--- config.mk ---
export PLATFORM = sky130hd
export DESIGN_NAME = fope_ctrl
export DESIGN_NICKNAME = d
export VERILOG_FILES = /design/src/hw/rtl/fope_pkg.sv /design/src/hw/rtl/fope_ctrl.sv
export SDC_FILE = /design/constraint.sdc
export NUM_CORES = 1
export LEC_CHECK = 0
export ABC_AREA = 1
export BUFFER_PORTS_ARGS = -buffer_cell sky130_fd_sc_hd__buf_2
export CORE_AREA = 2 2 39 41
export CTS_BUF_LIST = sky130_fd_sc_hd__clkbuf_4 sky130_fd_sc_hd__clkbuf_8
export CTS_CLUSTER_SIZE = 40
export DETAILED_ROUTE_END_ITERATION = 8
export DIE_AREA = 0 0 41 43
export PLACE_DENSITY = 0.6
export SYNTH_ARGS = -nofsm -noshare
export SYNTH_HDL_FRONTEND = slang
export SYNTH_SLANG_ARGS = --single-unit
--- constraint.sdc ---
create_clock -name i_clk -period 1.1 [get_ports i_clk]
set_clock_uncertainty 0.15 [all_clocks]
set_input_delay 0.165 -clock i_clk [delete_from_list [all_inputs] [get_ports i_clk]]
set_output_delay 0.165 -clock i_clk [all_outputs]
set_load 0.01 [all_outputs]
--- src/hw/rtl/fope_pkg.sv ---
`default_nettype none
// ----------------------------------------------------------------------------
// fope_pkg
// shared types, constants and helpers of the first-order plant emulator
// ----------------------------------------------------------------------------
package fope_pkg;

    // operation codes
    localparam logic OP_STEP  = 1'b0;
    localparam logic OP_CLEAR = 1'b1;

    // configuration register indexes
    localparam int CFG_IDX_W = 2;
    localparam logic [CFG_IDX_W-1:0] CFG_GAIN    = 2'd0;
    localparam logic [CFG_IDX_W-1:0] CFG_INV_TAU = 2'd1;
    localparam logic [CFG_IDX_W-1:0] CFG_NOISE   = 2'd2;

    localparam int CFG_DATA_W = 24;

    // configuration reset values
    localparam logic [23:0] GAIN_RESET    = 24'd65536;
    localparam logic [23:0] INV_TAU_RESET = 24'd65536;
    localparam logic [23:0] NOISE_RESET   = 24'd0;

    // noise generator
    localparam logic [31:0] LCG_MUL = 32'd1664525;
    localparam logic [31:0] LCG_ADD = 32'd1013904223;

    // output clamp, +/-200.0 in q.16
    localparam logic signed [24:0] Y_MAX = 25'sd13107200;
    localparam logic signed [24:0] Y_MIN = -25'sd13107200;

    typedef struct packed {
        logic               operation;
        logic [2:0]         channel;
        logic signed [31:0] drive;
        logic [23:0]        time_step;
    } t_in_item;

    typedef struct packed {
        logic signed [24:0] plant_output;
        logic               rejected;
    } t_out_item;

    // controller to datapath
    typedef struct packed {
        logic accept;
        logic clear_all;
        logic do_mul;
        logic do_diff;
        logic do_prod;
        logic do_sum;
        logic load_out;
    } t_cmd;

    // datapath to controller
    typedef struct packed {
        logic is_clear;
        logic is_reject;
    } t_status;

    // per-channel noise seed
    function automatic logic [31:0] fope_seed(input int idx);
        logic [31:0] seed;
        case (idx)
            0:       seed = 32'h1234ABCD;
            1:       seed = 32'h5678DEFE;
            2:       seed = 32'h9ABC1234;
            default: seed = 32'h0;
        endcase
        return seed;
    endfunction

endpackage
`default_nettype wire

--- src/hw/rtl/fope_ctrl.sv ---
`default_nettype none
// ----------------------------------------------------------------------------
// fope_ctrl
// sequencer of one plant step and owner of the result valid
// ----------------------------------------------------------------------------
module fope_ctrl
    import fope_pkg::*;
(
    input  wire logic    i_clk,
    input  wire logic    i_rst_n,
    input  wire logic    i_in_valid,
    output logic         o_in_ready,
    output logic         o_out_valid,
    input  wire logic    i_out_ready,
    input  wire t_status i_status,
    output t_cmd         o_cmd
);

    typedef enum logic [5:0] {
        S_IDLE = 6'b000001,
        S_MUL1 = 6'b000010,
        S_DIFF = 6'b000100,
        S_MUL2 = 6'b001000,
        S_SUM  = 6'b010000,
        S_DONE = 6'b100000
    } t_state;

    t_state r_state, n_state;
    logic   r_out_valid, n_out_valid;
    logic   accept;
    logic   slot_free;

    assign o_in_ready  = (r_state == S_IDLE);
    assign accept      = i_in_valid && o_in_ready;
    assign slot_free   = !r_out_valid || i_out_ready;
    assign o_out_valid = r_out_valid;

    always_comb begin
        n_state = r_state;
        o_cmd   = '0;
        unique case (r_state)
            S_IDLE: begin
                if (accept) begin
                    o_cmd.accept = 1'b1;
                    if (i_status.is_clear) begin
                        o_cmd.clear_all = 1'b1;
                        n_state         = S_DONE;
                    end else if (i_status.is_reject) begin
                        n_state = S_DONE;
                    end else begin
                        n_state = S_MUL1;
                    end
                end
            end
            S_MUL1: begin
                o_cmd.do_mul = 1'b1;
                n_state      = S_DIFF;
            end
            S_DIFF: begin
                o_cmd.do_diff = 1'b1;
                n_state       = S_MUL2;
            end
            S_MUL2: begin
                o_cmd.do_prod = 1'b1;
                n_state       = S_SUM;
            end
            S_SUM: begin
                o_cmd.do_sum = 1'b1;
                n_state      = S_DONE;
            end
            S_DONE: begin
                if (slot_free) begin
                    o_cmd.load_out = 1'b1;
                    n_state        = S_IDLE;
                end
            end
            default: n_state = S_IDLE;
        endcase
    end

    always_comb begin
        n_out_valid = r_out_valid;
        if (o_cmd.load_out) begin
            n_out_valid = 1'b1;
        end else if (i_out_ready) begin
            n_out_valid = 1'b0;
        end
    end

    always_ff @(posedge i_clk) begin
        if (!i_rst_n) begin
            r_state     <= S_IDLE;
            r_out_valid <= 1'b0;
        end else begin
            r_state     <= n_state;
            r_out_valid <= n_out_valid;
        end
    end

    // result register is never overwritten while it still holds a waiting result
    a_no_overwrite: assert property (@(posedge i_clk) disable iff (!i_rst_n)
        o_cmd.load_out |-> (!r_out_valid || i_out_ready))
        else $error("result overwritten while stalled");

    // a valid step request enters the multiply stage
    a_step_starts: assert property (@(posedge i_clk) disable iff (!i_rst_n)
        (accept && !i_status.is_clear && !i_status.is_reject) |=> (r_state == S_MUL1))
        else $error("step request did not start the datapath");

    // outputs are cleared only when a clear request is taken
    a_clear_on_accept: assert property (@(posedge i_clk) disable iff (!i_rst_n)
        o_cmd.clear_all |-> (accept && i_status.is_clear))
        else $error("clear issued outside a clear request");

    // the sum stage always hands over to result delivery
    a_sum_then_done: assert property (@(posedge i_clk) disable iff (!i_rst_n)
        (r_state == S_SUM) |=> (r_state == S_DONE))
        else $error("sum stage not followed by delivery");

endmodule
`default_nettype wire

* Word level (Yosys, flattened, before mapping)
Index checks and enable logic that the tools add are counted.
** Word-level totals
- Bits in registers :: 7
- Bits of input ports :: 6
- Output and inout port bits :: 9
- Word-level logic and storage cells :: 31
** Cells by class
- Eq/ne operators :: 8
- Mux-type cells :: 16
- Reductions and logical operators :: 5
** Operator list (count)
- $pmux 6 s6 :: 1
- $mux 6 :: 4
- $mux 1 :: 9
- $eq 6x1->1 const B :: 1
- $eq 6x2->1 const B :: 1
- $eq 6x3->1 const B :: 1
- $eq 6x4->1 const B :: 1
- $eq 6x5->1 const B :: 1
- $eq 6x6->1 const B :: 1
- $mux 2 :: 2
- $ne 2x1->1 const B :: 1
- $ne 2x2->1 const B :: 1
- $reduce_and 2->1 :: 1
- $reduce_bool 2->1 :: 1
- $logic_and 1x1->1 :: 1
- $logic_not 1->1 :: 1
- $logic_or 1x1->1 :: 1

* Longest topological paths before layout
- Depth after elaboration :: 5
- Gate-level depth with buffers :: 8
- Gate-level depth less buffers :: 8

* Worst setup path after synthesis
No wires, ideal clock.
- Path type :: register to output
- Start point :: register r_state[5]
- End point :: output o_cmd[5] (netlist name)
- Arrival :: 0.932 ns
- Required time :: 0.785 ns
- Path slack :: -0.147 ns
- Cell stages (with the launch flop) :: 4
- Buffers on the path :: 0
- Path through :: dfxtp_1 > nor2_4 > nand3_4 > nor3b_1
** RTL lines
- from (decl) :: line fope_ctrl.sv:28 : t_state r_state, n_state;
- from (signal assigned) :: line fope_ctrl.sv:95 : r_state <= n_state;
- to (decl) :: line fope_ctrl.sv:16 : output t_cmd o_cmd

==> flow_metrics.py <==
metrics = {
    "outcome": {
        "outcome": "finished, violations left",
        "violations": "setup timing",
    },
    "timing": {
        "worst_pin_slew_ps": 180,
        "hold_viol": 0,
        "maxSlewViolCount": 0,
        "hold_ws_ps": 66.3,
        "setup_viol": 15,
        "timing.fmax_mhz": 656,
        "finalCriticalPeriod_ps": 1520,
        "post-route-period-util_pct": 139,
        "slew_headroom_pct": 88.0,
        "rsz0062_at_grt": "true",
        "postLayoutSetupSlackWorst_ps": -424,
        "setup_tns_ps": -4300,
    },
    "yosys": {
        "synth_top_area_share_pct": 31.3,
        "yosysWarnings": 0,
        "yosysMostFrequentCell": "nor2_1",
        "syn_area_um2": 448,
        "async_flop_share_pct": 0,
        "ys_seq_elements": 7,
        "synth-main-ff-cell": "dfxtp_1",
        "synth_cells": 68,
        "synth-seq-area-share_pct": 31.3,
        "synth_area_leaders": "dfxtp_1 (31%), nor2_1 (13%), inv_1 (13%)",
        "synth_common_cells": "nor2_1 (16), inv_1 (15), dfxtp_1 (7), nand2_1 (7), nand3_1 (5)",
        "synth_edf_count": 0,
        "synth_nets": 74,
        "syn_area_per_cell_um2": 6.59,
        "ys_types": 17,
        "synth_top_cell_by_area": "dfxtp_1",
    },
    "clock_tree": {
        "worstSkewPairLatency_ps": 250,
        "clkSlewWorstSetupHoldPaths_ps": 60,
        "h-tree-depth": 1,
        "cts_tree": "built",
        "cts_buffers": 3,
        "clock_sinks": 7,
        "clock_path_buffers": 2,
        "clockRootBuffer": "clkbuf_4",
    },
    "global_route": {
        "overflow": 0,
        "grt_max_degree": 6,
        "track_usage_pct": 16.0,
        "grt_pass1_vias": 437,
        "grt_pass1_wl_um": 1850,
        "antenna_found_initial": 0,
    },
    "route": {
        "via_per_inst": 4.25,
        "drt-initial-drc-count": 7,
        "postRouteAntennaNets": 0,
        "wl_um": 1180,
        "dr.pass1.iters": 5,
        "vias": 497,
        "drc_errors": 0,
        "wl_per_cell_um": 10.1,
    },
    "floorplan": {
        "die-area_um2": 1760,
        "ios": 15,
        "fp.dieW_um": 41,
        "fp.dieH_um": 43,
        "rows": 14,
        "start_util_pct": 32.4,
        "core_region_area_um2": 1380,
    },
    "worst_setup_path": {
        "cp_cell_sequence": "inv_2 > nor2_4 > nand3_4 > nor3b_4 > buf_2",
        "critical_path_buf_inv_count": 2,
        "endpoint_kind": "output pin",
        "crit_path_start_kind": "flip-flop",
        "critPathRequiredTime_ps": 780,
        "slowest_delay_ps": 360,
        "critPathKind": "reg -> out",
        "critPathTopFamily": "simple AND/OR/NAND/NOR gates",
        "crit_slowest_cell": "dfxtp_2",
        "worstPathArrival_ps": 1210,
        "crit_fanout": 4,
    },
    "placement": {
        "postPlaceCellArea_um2": 591,
        "io_buffers": 14,
        "hpwl_um": 796,
        "place_congestion": 0.776,
        "dp_slack_ps": -184,
    },
    "pwr": {
        "p_total_uw": 979,
        "power_density_nw_per_um2": 1260,
        "switching_share_pct": 33.1,
        "internal-power_uw": 655,
        "seqPwrFrac_pct": 30.2,
        "p_leak_nw": 0.440,
        "p_clk_share_pct": 27.2,
        "share_comb_of_total_power_pct": 42.6,
        "peakVddDrop_mv": 0.693,
        "power.switching_uw": 324,
    },
    "worst_hold_path": {
        "hold_path.class": "in -> reg",
    },
    "flow_run": {
        "drv_cap": 0,
    },
    "finish": {
        "areaGrowthSynthToFinish_pct": 73.7,
        "final_nets": 108,
        "drive_gt1_share_pct": 62.4,
        "fin_area_um2": 778,
        "diodes": 0,
    },
}
==> per-layer routing <==
metal	vias up	track usage (%)	share of wire, %
li1	268	-	-
met1	213	19.1	41
met2	14	23.8	53
met3	2	4.71	5.8
met4	0	10.0	0.85
met5	-	0	0
==> timing repair <==
action | 4_1_cts | 5_1_grt
pin swaps | 7 | 2
setup endpoints to repair | 15 | 15
resized for setup | 9 | 13
buffers inserted | 6 | 3
hold endpoints to repair | 2 | 0
hold buffers | 2 | 0
==> worst reg2reg max path: stages (launching register included) <==
cell,delay [ps]
dfxtp_2,360
inv_2,60
nor2_4,110
nand3_4,120
buf_4,160
buf_6,110
buf_6,110
nand3_2,70
nor2_2,40
nand2_1,50
nand2_1,40
==> worst paths after layout <==
kind / start / end / slack (ps) / cells past startpoint
setup / recovery: r_state[0]$_SDFFE_PN1P_ / o_cmd[5] / -420 / 5
hold / removal: i_out_ready / o_out_valid$_SDFFE_PN0P_ / 70 / 3
setup reg to reg: r_state[0]$_SDFFE_PN1P_ / r_state[0]$_SDFFE_PN1P_ / -380 / 10
hold reg to reg: o_out_valid$_SDFFE_PN0P_ / o_out_valid$_SDFFE_PN0P_ / 430 / 3
==> cell type report <==
class	instances	area, µm²
Clock buffer	4	30.0
Fill cell	137	606
Inverter	17	66.3
Multi-Input combinational cell	43	294
Sequential cell	7	151
Tap cell	16	20.0
Timing Repair Buffer	30	216
==> logic make-up after synthesis <==
kind of cell           Yosys count  share of synthesized area (%)
AND/OR/NAND/NOR                 40                           48.6
buffers and inverters           18                           15.9
AO/OA/AOI/OAI                    3                           4.19
flip-flops                       7                           31.3
==> registers in the layout, indices dropped and copies added, names as in the netlist <==
name / count
o_out_valid: 1
r_state: 6
==> layout by cell type (no fill, tap or decap) <==
cell,instances
buf_6,5
nand2_2,1
nor2_4,5
nand2_4,2
nor3b_4,1
nand3_2,2
nand2_1,4
o21ai_2,2
dlygate4sd3_1,2
nor2_1,13
or2_4,1
buf_4,10
inv_1,13
dfxtp_4,1
inv_4,1
buf_2,13
nor2_2,5
nand3_1,4
inv_2,3
dfxtp_2,6
clkbuf_4,4
a21oi_1,1
nand3_4,1
nand4_1,1
==> through the flow <==
| step | util (%) | cells |
|---|---|---|
| 2_1_floorplan | - | 68 |
| 3_3_place_gp | 42.7 | 102 |
| 3_5_place_dp | 42.7 | 102 |
| 4_1_cts | 51.2 | 114 |
| 5_1_grt | 56.2 | 117 |
| 6_report | 56.2 | 117 |
==> power groups by stage <==
stage	clock network [mW]	logic [mW]	registers [mW]
after global placement	0	0.268	0.297
after CTS	0.272	0.349	0.293
after floorplan	0	0.185	0.296
after detailed placement	0	0.272	0.298
final	0.267	0.417	0.296
after global routing	0.292	0.452	0.298
(Power assumes the default switching activity.)
